**config.mk**
```make
export PLATFORM = sky130hd
export DESIGN_NAME = videotex_link_supervisor_parser_unit_flat
export DESIGN_NICKNAME = d
export VERILOG_FILES = /design/src/design/vlsp_pkg.sv /design/src/design/vlsp_ifs.sv /design/src/design/videotex_link_supervisor_parser_unit.sv /design/src/flat_wrapper.sv
export SDC_FILE = /design/constraint.sdc
export NUM_CORES = 1
export LEC_CHECK = 0
export BUFFER_PORTS_ARGS = -buffer_cell sky130_fd_sc_hd__buf_4
export CORE_ASPECT_RATIO = 0.75
export CORE_MARGIN = 1
export CORE_UTILIZATION = 40
export CTS_CLUSTER_DIAMETER = 60
export DETAILED_ROUTE_END_ITERATION = 8
export PLACE_DENSITY = 0.64
export SYNTH_ARGS = -nofsm -noshare
export SYNTH_HDL_FRONTEND = slang
export SYNTH_SLANG_ARGS = --single-unit
```
**constraint.sdc**
```tcl
create_clock -name clk -period 5 [get_ports clk]
set_input_delay 0.5 -clock clk [delete_from_list [all_inputs] [get_ports clk]]
set_output_delay 0.5 -clock clk [all_outputs]
set_load 0.05 [all_outputs]
```
**src/design/vlsp_pkg.sv**
```systemverilog
package vlsp_pkg;

	localparam int unsigned TIMER_BITS_DEF = 16;
	localparam int unsigned CFG_INDEX_W    = 8;
	localparam int unsigned CFG_DATA_W     = 16;

	// configuration register indexes
	localparam logic [CFG_INDEX_W-1:0] REG_HUNT_TIMEOUT  = 8'd0;
	localparam logic [CFG_INDEX_W-1:0] REG_READY_TIMEOUT = 8'd1;
	localparam logic [CFG_INDEX_W-1:0] REG_PING_PERIOD   = 8'd2;
	localparam logic [CFG_INDEX_W-1:0] REG_STATUS_CODE   = 8'd3;

	localparam logic [15:0] HUNT_TIMEOUT_RST  = 16'd250;
	localparam logic [15:0] READY_TIMEOUT_RST = 16'd1000;
	localparam logic [15:0] PING_PERIOD_RST   = 16'd1000;
	localparam logic [7:0]  STATUS_CODE_RST   = 8'd113;

	localparam logic [7:0] CODE_ESC  = 8'h1B;
	localparam logic [7:0] CODE_SEP  = 8'h13;
	localparam logic [7:0] CODE_PRO1 = 8'h39;
	localparam logic [7:0] CODE_PRO2 = 8'h3A;
	localparam logic [7:0] CODE_PRO3 = 8'h3B;

	localparam logic [1:0] SPEED_300  = 2'd0;
	localparam logic [1:0] SPEED_1200 = 2'd1;
	localparam logic [1:0] SPEED_4800 = 2'd2;

	localparam logic OP_BYTE = 1'b0;
	localparam logic OP_TICK = 1'b1;

	localparam logic [2:0] EV_NONE  = 3'd0;
	localparam logic [2:0] EV_CHAR  = 3'd1;
	localparam logic [2:0] EV_ESC   = 3'd2;
	localparam logic [2:0] EV_SEP   = 3'd3;
	localparam logic [2:0] EV_PRO1  = 3'd4;
	localparam logic [2:0] EV_PRO2  = 3'd5;
	localparam logic [2:0] EV_PRO3  = 3'd6;

	// parser phases
	localparam logic [3:0] PH_IDLE = 4'd0;
	localparam logic [3:0] PH_ESC  = 4'd1;
	localparam logic [3:0] PH_P1A  = 4'd2;
	localparam logic [3:0] PH_P2A  = 4'd3;
	localparam logic [3:0] PH_P2B  = 4'd4;
	localparam logic [3:0] PH_P3A  = 4'd5;
	localparam logic [3:0] PH_P3B  = 4'd6;
	localparam logic [3:0] PH_P3C  = 4'd7;
	localparam logic [3:0] PH_SEP  = 4'd8;

	typedef struct packed {
		logic [2:0] event_kind;
		logic [7:0] code_first;
		logic [7:0] code_second;
		logic [7:0] code_third;
		logic       send_status_request;
		logic       send_speed_switch;
		logic [1:0] baud_select;
		logic       link_ready;
		logic       link_restarted;
	} result_t;

endpackage

```
**src/design/vlsp_ifs.sv**
```systemverilog
interface vlsp_in_if;
	logic       valid;
	logic       ready;
	logic       operation;
	logic [7:0] byte_value;

	modport source (output valid, output operation, output byte_value, input ready);
	modport sink (input valid, input operation, input byte_value, output ready);
endinterface

interface vlsp_out_if;
	logic       valid;
	logic       ready;
	logic [2:0] event_kind;
	logic [7:0] code_first;
	logic [7:0] code_second;
	logic [7:0] code_third;
	logic       send_status_request;
	logic       send_speed_switch;
	logic [1:0] baud_select;
	logic       link_ready;
	logic       link_restarted;

	modport source (output valid, output event_kind, output code_first, output code_second,
		output code_third, output send_status_request, output send_speed_switch,
		output baud_select, output link_ready, output link_restarted, input ready);
	modport sink (input valid, input event_kind, input code_first, input code_second,
		input code_third, input send_status_request, input send_speed_switch,
		input baud_select, input link_ready, input link_restarted, output ready);
endinterface

```
**src/design/videotex_link_supervisor_parser_unit.sv**
```systemverilog
// An accepted input word enters the input register; its result is then computed and
// held in the result register until taken (the result register waits on out_ch.ready).
// Throughput: one word per cycle while out_ch.ready takes each result; parser and
// supervisor state update as a word passes from the input to the result register.
// Reset (arst_n low, asynchronous): parser idle, link down at 1200 baud, reply
// awaited, elapsed counter zero, configuration registers at their default values.
module videotex_link_supervisor_parser_unit #(
	parameter int unsigned TIMER_BITS = vlsp_pkg::TIMER_BITS_DEF
) (
	input  logic                                 clk,
	input  logic                                 arst_n,
	input  logic                                 cfg_we,
	input  logic [vlsp_pkg::CFG_INDEX_W-1:0]     cfg_index,
	input  logic [vlsp_pkg::CFG_DATA_W-1:0]      cfg_data,
	vlsp_in_if.sink                              in_ch,
	vlsp_out_if.source                           out_ch
);

	localparam int unsigned CMP_W = (TIMER_BITS > 16) ? TIMER_BITS : 16;

	// configuration
	logic [15:0] hunt_to_q, ready_to_q, ping_per_q;
	logic [7:0]  status_code_q;

	always_ff @(posedge clk or negedge arst_n) begin
		if (!arst_n) begin
			hunt_to_q     <= vlsp_pkg::HUNT_TIMEOUT_RST;
			ready_to_q    <= vlsp_pkg::READY_TIMEOUT_RST;
			ping_per_q    <= vlsp_pkg::PING_PERIOD_RST;
			status_code_q <= vlsp_pkg::STATUS_CODE_RST;
		end else if (cfg_we) begin
			case (cfg_index)
				vlsp_pkg::REG_HUNT_TIMEOUT:  hunt_to_q     <= cfg_data;
				vlsp_pkg::REG_READY_TIMEOUT: ready_to_q    <= cfg_data;
				vlsp_pkg::REG_PING_PERIOD:   ping_per_q    <= cfg_data;
				vlsp_pkg::REG_STATUS_CODE:   status_code_q <= cfg_data[7:0];
				default: ;
			endcase
		end
	end

	// input register
	logic       valid_s1;
	logic       op_s1;
	logic [7:0] byte_s1;
	logic       out_valid_q;
	logic       advance;

	assign advance      = valid_s1 && (!out_valid_q || out_ch.ready);
	assign in_ch.ready  = !valid_s1 || advance;

	always_ff @(posedge clk or negedge arst_n) begin
		if (!arst_n) begin
			valid_s1 <= 1'b0;
		end else if (in_ch.ready) begin
			valid_s1 <= in_ch.valid;
		end
	end

	always_ff @(posedge clk) begin
		if (in_ch.ready && in_ch.valid) begin
			op_s1   <= in_ch.operation;
			byte_s1 <= in_ch.byte_value;
		end
	end

	// state
	logic [3:0]            phase_q, phase_n;
	logic [7:0]            held1_q, held1_n, held2_q, held2_n;
	logic                  ready_q, ready_n;
	logic [1:0]            speed_q, speed_n;
	logic [TIMER_BITS-1:0] since_q, since_n, since_t;
	logic                  await_q, await_n;
	vlsp_pkg::result_t     res, res_q;
	logic                  pong;

	always_comb begin
		phase_n = phase_q;
		held1_n = held1_q;
		held2_n = held2_q;
		ready_n = ready_q;
		speed_n = speed_q;
		await_n = await_q;
		since_t = since_q;
		pong    = 1'b0;
		res     = '0;

		if (op_s1 == vlsp_pkg::OP_TICK) begin
			since_t = (since_q == {TIMER_BITS{1'b1}}) ? since_q : since_q + 1'b1;
			if (phase_q == vlsp_pkg::PH_IDLE) begin
				if (!ready_q) begin
					if (!await_q || CMP_W'(since_t) > CMP_W'(hunt_to_q)) begin
						case (speed_q)
							vlsp_pkg::SPEED_1200: speed_n = vlsp_pkg::SPEED_4800;
							vlsp_pkg::SPEED_4800: speed_n = vlsp_pkg::SPEED_300;
							default:              speed_n = vlsp_pkg::SPEED_1200;
						endcase
						res.send_status_request = 1'b1;
					end
				end else if (await_q) begin
					if (CMP_W'(since_t) > CMP_W'(ready_to_q)) begin
						ready_n                 = 1'b0;
						speed_n                 = vlsp_pkg::SPEED_1200;
						res.link_restarted      = 1'b1;
						res.send_status_request = 1'b1;
					end
				end else if (CMP_W'(since_t) >= CMP_W'(ping_per_q)) begin
					res.send_status_request = 1'b1;
				end
			end
		end else begin
			case (phase_q)
				vlsp_pkg::PH_IDLE: begin
					if (byte_s1 == vlsp_pkg::CODE_ESC) begin
						phase_n = vlsp_pkg::PH_ESC;
					end else if (byte_s1 == vlsp_pkg::CODE_SEP) begin
						phase_n = vlsp_pkg::PH_SEP;
					end else begin
						res.event_kind = vlsp_pkg::EV_CHAR;
						res.code_first = byte_s1;
					end
				end
				vlsp_pkg::PH_ESC: begin
					if (byte_s1 == vlsp_pkg::CODE_PRO1) begin
						phase_n = vlsp_pkg::PH_P1A;
					end else if (byte_s1 == vlsp_pkg::CODE_PRO2) begin
						phase_n = vlsp_pkg::PH_P2A;
					end else if (byte_s1 == vlsp_pkg::CODE_PRO3) begin
						phase_n = vlsp_pkg::PH_P3A;
					end else begin
						phase_n        = vlsp_pkg::PH_IDLE;
						res.event_kind = vlsp_pkg::EV_ESC;
						res.code_first = byte_s1;
					end
				end
				vlsp_pkg::PH_P1A: begin
					phase_n        = vlsp_pkg::PH_IDLE;
					res.event_kind = vlsp_pkg::EV_PRO1;
					res.code_first = byte_s1;
				end
				vlsp_pkg::PH_P2A: begin
					held1_n = byte_s1;
					phase_n = vlsp_pkg::PH_P2B;
				end
				vlsp_pkg::PH_P2B: begin
					phase_n = vlsp_pkg::PH_IDLE;
					if (held1_q == status_code_q) begin
						pong = 1'b1;
					end else begin
						res.event_kind  = vlsp_pkg::EV_PRO2;
						res.code_first  = held1_q;
						res.code_second = byte_s1;
					end
				end
				vlsp_pkg::PH_P3A: begin
					held1_n = byte_s1;
					phase_n = vlsp_pkg::PH_P3B;
				end
				vlsp_pkg::PH_P3B: begin
					held2_n = byte_s1;
					phase_n = vlsp_pkg::PH_P3C;
				end
				vlsp_pkg::PH_P3C: begin
					phase_n         = vlsp_pkg::PH_IDLE;
					res.event_kind  = vlsp_pkg::EV_PRO3;
					res.code_first  = held1_q;
					res.code_second = held2_q;
					res.code_third  = byte_s1;
				end
				vlsp_pkg::PH_SEP: begin
					phase_n        = vlsp_pkg::PH_IDLE;
					res.event_kind = vlsp_pkg::EV_SEP;
					res.code_first = byte_s1;
				end
				default: phase_n = vlsp_pkg::PH_IDLE;
			endcase

			if (pong) begin
				await_n = 1'b0;
				if (!ready_q) begin
					if (speed_q == vlsp_pkg::SPEED_4800) begin
						ready_n = 1'b1;
					end else begin
						res.send_speed_switch   = 1'b1;
						speed_n                 = vlsp_pkg::SPEED_4800;
						res.send_status_request = 1'b1;
					end
				end
			end

			// events are only reported on a ready link
			if (!ready_n) begin
				res.event_kind  = vlsp_pkg::EV_NONE;
				res.code_first  = '0;
				res.code_second = '0;
				res.code_third  = '0;
			end
		end

		// a status request restarts the reply wait
		if (res.send_status_request) begin
			since_n = '0;
			await_n = 1'b1;
		end else begin
			since_n = since_t;
		end

		res.baud_select = speed_n;
		res.link_ready  = ready_n;
	end

	always_ff @(posedge clk or negedge arst_n) begin
		if (!arst_n) begin
			phase_q <= vlsp_pkg::PH_IDLE;
			held1_q <= '0;
			held2_q <= '0;
			ready_q <= 1'b0;
			speed_q <= vlsp_pkg::SPEED_1200;
			since_q <= '0;
			await_q <= 1'b1;
		end else if (advance) begin
			phase_q <= phase_n;
			held1_q <= held1_n;
			held2_q <= held2_n;
			ready_q <= ready_n;
			speed_q <= speed_n;
			since_q <= since_n;
			await_q <= await_n;
		end
	end

	// result register
	always_ff @(posedge clk or negedge arst_n) begin
		if (!arst_n) begin
			out_valid_q <= 1'b0;
		end else if (advance) begin
			out_valid_q <= 1'b1;
		end else if (out_ch.ready) begin
			out_valid_q <= 1'b0;
		end
	end

	always_ff @(posedge clk) begin
		if (advance) begin
			res_q <= res;
		end
	end

	assign out_ch.valid               = out_valid_q;
	assign out_ch.event_kind          = res_q.event_kind;
	assign out_ch.code_first          = res_q.code_first;
	assign out_ch.code_second         = res_q.code_second;
	assign out_ch.code_third          = res_q.code_third;
	assign out_ch.send_status_request = res_q.send_status_request;
	assign out_ch.send_speed_switch   = res_q.send_speed_switch;
	assign out_ch.baud_select         = res_q.baud_select;
	assign out_ch.link_ready          = res_q.link_ready;
	assign out_ch.link_restarted      = res_q.link_restarted;

	a_switch_goes_to_4800: assert property (@(posedge clk) disable iff (!arst_n)
		out_valid_q && res_q.send_speed_switch |->
			res_q.send_status_request && res_q.baud_select == vlsp_pkg::SPEED_4800
			&& !res_q.link_ready)
		else $error("speed switch without request at 4800");

	a_restart_drops_link: assert property (@(posedge clk) disable iff (!arst_n)
		out_valid_q && res_q.link_restarted |->
			!res_q.link_ready && res_q.send_status_request
			&& res_q.baud_select == vlsp_pkg::SPEED_1200)
		else $error("restart result inconsistent");

	a_ready_at_4800: assert property (@(posedge clk) disable iff (!arst_n)
		out_valid_q && res_q.link_ready |-> res_q.baud_select == vlsp_pkg::SPEED_4800)
		else $error("link ready away from 4800");

	a_event_needs_link: assert property (@(posedge clk) disable iff (!arst_n)
		out_valid_q && res_q.event_kind != vlsp_pkg::EV_NONE |-> res_q.link_ready)
		else $error("event reported on a link that is down");

endmodule

```
**src/flat_wrapper.sv**
```systemverilog
// flat-port wrapper written by rule: the top's interface ports become plain ports
module videotex_link_supervisor_parser_unit_flat 
#(
	parameter int unsigned TIMER_BITS = vlsp_pkg::TIMER_BITS_DEF
)
  (clk, arst_n, cfg_we, cfg_index, cfg_data, in_ch_valid, in_ch_operation, in_ch_byte_value, in_ch_ready, out_ch_valid, out_ch_event_kind, out_ch_code_first, out_ch_code_second, out_ch_code_third, out_ch_send_status_request, out_ch_send_speed_switch, out_ch_baud_select, out_ch_link_ready, out_ch_link_restarted, out_ch_ready);
  vlsp_in_if in_ch_i ();
  vlsp_out_if out_ch_i ();
  input  logic clk;
  input  logic arst_n;
  input  logic cfg_we;
  input  logic [vlsp_pkg::CFG_INDEX_W-1:0] cfg_index;
  input  logic [vlsp_pkg::CFG_DATA_W-1:0] cfg_data;
  input wire logic [$bits(in_ch_i.valid)-1:0] in_ch_valid;
  input wire logic [$bits(in_ch_i.operation)-1:0] in_ch_operation;
  input wire logic [$bits(in_ch_i.byte_value)-1:0] in_ch_byte_value;
  output wire logic [$bits(in_ch_i.ready)-1:0] in_ch_ready;
  output wire logic [$bits(out_ch_i.valid)-1:0] out_ch_valid;
  output wire logic [$bits(out_ch_i.event_kind)-1:0] out_ch_event_kind;
  output wire logic [$bits(out_ch_i.code_first)-1:0] out_ch_code_first;
  output wire logic [$bits(out_ch_i.code_second)-1:0] out_ch_code_second;
  output wire logic [$bits(out_ch_i.code_third)-1:0] out_ch_code_third;
  output wire logic [$bits(out_ch_i.send_status_request)-1:0] out_ch_send_status_request;
  output wire logic [$bits(out_ch_i.send_speed_switch)-1:0] out_ch_send_speed_switch;
  output wire logic [$bits(out_ch_i.baud_select)-1:0] out_ch_baud_select;
  output wire logic [$bits(out_ch_i.link_ready)-1:0] out_ch_link_ready;
  output wire logic [$bits(out_ch_i.link_restarted)-1:0] out_ch_link_restarted;
  input wire logic [$bits(out_ch_i.ready)-1:0] out_ch_ready;
  assign in_ch_i.valid = in_ch_valid;
  assign in_ch_i.operation = in_ch_operation;
  assign in_ch_i.byte_value = in_ch_byte_value;
  assign in_ch_ready = in_ch_i.ready;
  assign out_ch_valid = out_ch_i.valid;
  assign out_ch_event_kind = out_ch_i.event_kind;
  assign out_ch_code_first = out_ch_i.code_first;
  assign out_ch_code_second = out_ch_i.code_second;
  assign out_ch_code_third = out_ch_i.code_third;
  assign out_ch_send_status_request = out_ch_i.send_status_request;
  assign out_ch_send_speed_switch = out_ch_i.send_speed_switch;
  assign out_ch_baud_select = out_ch_i.baud_select;
  assign out_ch_link_ready = out_ch_i.link_ready;
  assign out_ch_link_restarted = out_ch_i.link_restarted;
  assign out_ch_i.ready = out_ch_ready;
  videotex_link_supervisor_parser_unit #(.TIMER_BITS(TIMER_BITS)) u_core (.clk(clk), .arst_n(arst_n), .cfg_we(cfg_we), .cfg_index(cfg_index), .cfg_data(cfg_data), .in_ch(in_ch_i), .out_ch(out_ch_i));
endmodule
```
==> flow_summary_export.csv <==
group,metric,value,unit
outcome,status,"finished clean",
die,die_y,122,um
die,dieArea,19700,sq um
timing,fin_ws,0.357,ns
logic_synthesis,synth_area_leader_cell,"dfrtp_1",
route,wire_per_inst,17.1,um
power_and_ir_drop,vdd_drop_max,232,uV
critical_path,endpoint_kind,"register",
die,die_w,162,um
logic_synthesis,synth.most_common_cell,"dfrtp_1",
route,vias,5507,
clock_tree,clk_pin_slew,0.06,ns
timing,slew_headroom,34.4,%
clock_tree,cts_root_buffer,"clkbuf_16",
logic_synthesis,synth_edf_count,42,
critical_path,cp.required,5.32,ns
final_layout,area_delta_synth_final,18.5,%
clock_tree,clockBufferDepth,2,
final_layout,drive_gt1_share,29.5,%
logic_synthesis,syn_area,7660,sq um
timing,setup_viol,0,
clock_tree,clock_latency,0.43,ns
critical_path,startpoint_type,"register",
logic_synthesis,synthCells,696,
global_route,antenna_found_initial,0,
global_route,groute.usage.overall,18.8,%
timing,tightest_slew,0.981,ns
logic_synthesis,synth-warning-count,0,
clock_tree,post_cts_buffers,0,
clock_tree,cts_tree,"yes",
global_route,overflow,0,
route,ant_nets,0,
place,globalplace.congestion,0.891,
logic_synthesis,yosysTopAreaCellShare,24.2,%
logic_synthesis,synth.net_count,782,
clock_tree,numCtsBuffers,17,
critical_path,worstPathArrival,4.96,ns
die,ios,73,
timing,fin_crit_sh,92.9,%
final_layout,multi_input_area,3580,sq um
logic_synthesis,async_flop_share,70.0,%
place,hpwl,12900,um
logic_synthesis,ys_seq_area_share,48.9,%
final_layout,diodes,0,
global_route,grt_pass1_wl,28400,um
logic_synthesis,synth_common_cells,"dfrtp_1 (74), nand2_1 (63), inv_1 (58), mux2_2 (58), ha_1 (48)",
timing,fin_tns_setup,0,ns
route,top_layer_used,"met4",
timing,clock.fmax,215,MHz
logic_synthesis,synth.area.top_cells,"dfrtp_1 (24%), edfxtp_1 (16%), mux2_2 (8.5%)",
power_and_ir_drop,p_leak,4.13,nW
global_route,grt_pass1_vias,5269,
critical_path,critPathKind,"reg2reg",
route,wl_met2,7180,um
run,maxCapViolations,0,
route,via_per_inst,5.33,
route,routed_wl,17700,um
clock_tree,htreeDepth,4,
timing,period_needed,4.64,ns
final_layout,nFillCells,1729,
final_layout,nets,860,
place,pre_cts_ws,0.352,ns
final_layout,seq_area,3740,sq um
route,drc,0,
place,post_dp_cell_area,8470,sq um
final_layout,design_area,9080,sq um
timing,rsz0062_at_grt,"no",
route,route.met3.wl,822,um
worst_hold_path,hold_class,"in2async",
die,core,18600,sq um
die,initial_utilization,41.2,%
route,drtPass1Iterations,5,
logic_synthesis,ys_ff_latch,140,
timing,maxSlewViolCount,0,
timing,hold_viol,0,
route,m1WireLength,9500,um
clock_tree,clock_sinks,140,
global_route,grt_max_degree,53,
power_and_ir_drop,p_per_area,435,nW/um^2
route,drt_iter0_drc,366,
place,port_buffers,72,
logic_synthesis,ys.flop_type,"dfrtp_1",
critical_path,critPathMaxFanout,11,
logic_synthesis,syn_area_per_cell,11.0,sq um
logic_synthesis,synth_cell_types,73,
timing,skew,0.00949,ns
die,rows,43,
## cells in the final DEF, fill, tap and decap left out, drive strengths merged, types with 3 or more instances in the layout
cell    instances
o21a            4
inv            63
nor4            5
edfxtp         42
or3             3
a21oi          31
nand3          17
o22ai           3
and2           10
nor3            7
a22o           12
a221oi          9
o211ai          5
a21o           10
nand2          63
nand2b          7
buf            83
a31oi           4
bufinv          3
nor2           40
dfrtp          74
dfstp          24
o21ai          44
or2             6
a211oi          7
clkinv          7
clkbuf         17
xor2            6
nand3b          4
a22oi           8
xnor2          13
and3            5
mux2           58
a211o           4
nor3b           3
nand4          11
ha             48
## cells by family (layout without fill, tap and decap cells)
kind of cell,after synthesis,in the layout,share of synthesized area (%)
AO/OA/AOI/OAI,158,158,14.8
XOR/XNOR,20,20,2.56
adder cells (fa/ha/maj),49,49,7.97
buffers and inverters,82,173,4.51
flip-flops,140,140,48.9
multiplexers,58,58,8.52
AND/OR/NAND/NOR,189,189,12.8
## final cells by class
class / count / area share [%]
multi-input cells: 474 / 39.4
repair buffers: 83 / 6.86
clock inverters: 15 / 2.05
clock buffers: 17 / 4.68
well taps: 247 / 3.40
flip-flops and latches: 140 / 41.2
inverters: 58 / 2.40
## critical path, stage by stage (launching register included)
cell and delay (ns):
dfrtp_1 0.40, ha_1 0.27, nand4_4 0.15, nor4_4 0.08
or3_4 0.40, nor3_1 0.30, and3_1 0.22, nand2b_1 0.15
nand2_1 0.13, ha_1 0.32, nand4_1 0.14, nor3_1 0.32
nand3_1 0.15, o31a_1 0.27, o21ai_2 0.15, o21a_1 0.65
a21oi_2 0.19, a22o_1 0.22
## metal layers
metal / global-route usage (%) / vias up
met5: 0 / -
met4: 5.19 / 0
met3: 3.61 / 19
met2: 25.7 / 148
met1: 29.6 / 2667
li1: - / 2673
## state kept, by name, indices dropped and copies added, names as in the netlist, 16 cells and up
signal,cells
u_core.hunt_to_q,16
u_core.ready_to_q,16
u_core.ping_per_q,16
u_core.since_q,16
## stage by stage
step / hold slack [ns] / power [W] / std cells / util, %
2_1_floorplan: 0.204 / 0.00232 / 696 / -
3_3_place_gp: 0.479 / 0.00263 / 1002 / 45.5
3_5_place_dp: 0.493 / 0.00264 / 1002 / 45.5
4_1_cts: 0.129 / 0.00396 / 1034 / 48.8
5_1_grt: 0.162 / 0.00416 / 1034 / 48.8
6_report: 0.118 / 0.00395 / 1034 / 48.8
## power breakdown
part | switching [W] | internal [W] | leakage (nW)
combinational | 0.000722 | 0.000431 | 2.20
sequential | 0.000158 | 0.00133 | 1.63
clock | 0.000515 | 0.000793 | 0.304
## worst paths after layout
kind | startpoint | end | slack (ns) | depth (start not counted)
setup / recovery | u_core.since_q[1]$_DFFE_PN0P_ | u_core.since_q[11]$_DFFE_PN0P_ | 0.36 | 17
hold / removal | arst_n | u_core.ping_per_q[10]$_DFFE_PN0P_ | 0.12 | 1
setup reg to reg | u_core.since_q[1]$_DFFE_PN0P_ | u_core.since_q[11]$_DFFE_PN0P_ | 0.36 | 17
hold reg to reg | u_core.ping_per_q[13]$_DFFE_PN0P_ | u_core.ping_per_q[13]$_DFFE_PN0P_ | 0.51 | 1
max in group asynchronous | arst_n | u_core.speed_q[1]$_DFFE_PN0P_ | 3.81 | 2
min in group clk | in_ch_byte_value[4] | u_core.byte_s1[4]$_DFFE_PP_ | 0.24 | 1
## what timing repair did
| action | in CTS | in global routing |
|---|---|---|
| gates resized for setup | 0 | 1 |
| hold buffers | 0 | 0 |
| setup endpoints to repair | 0 | 7 |
(Power assumes the default switching activity.)
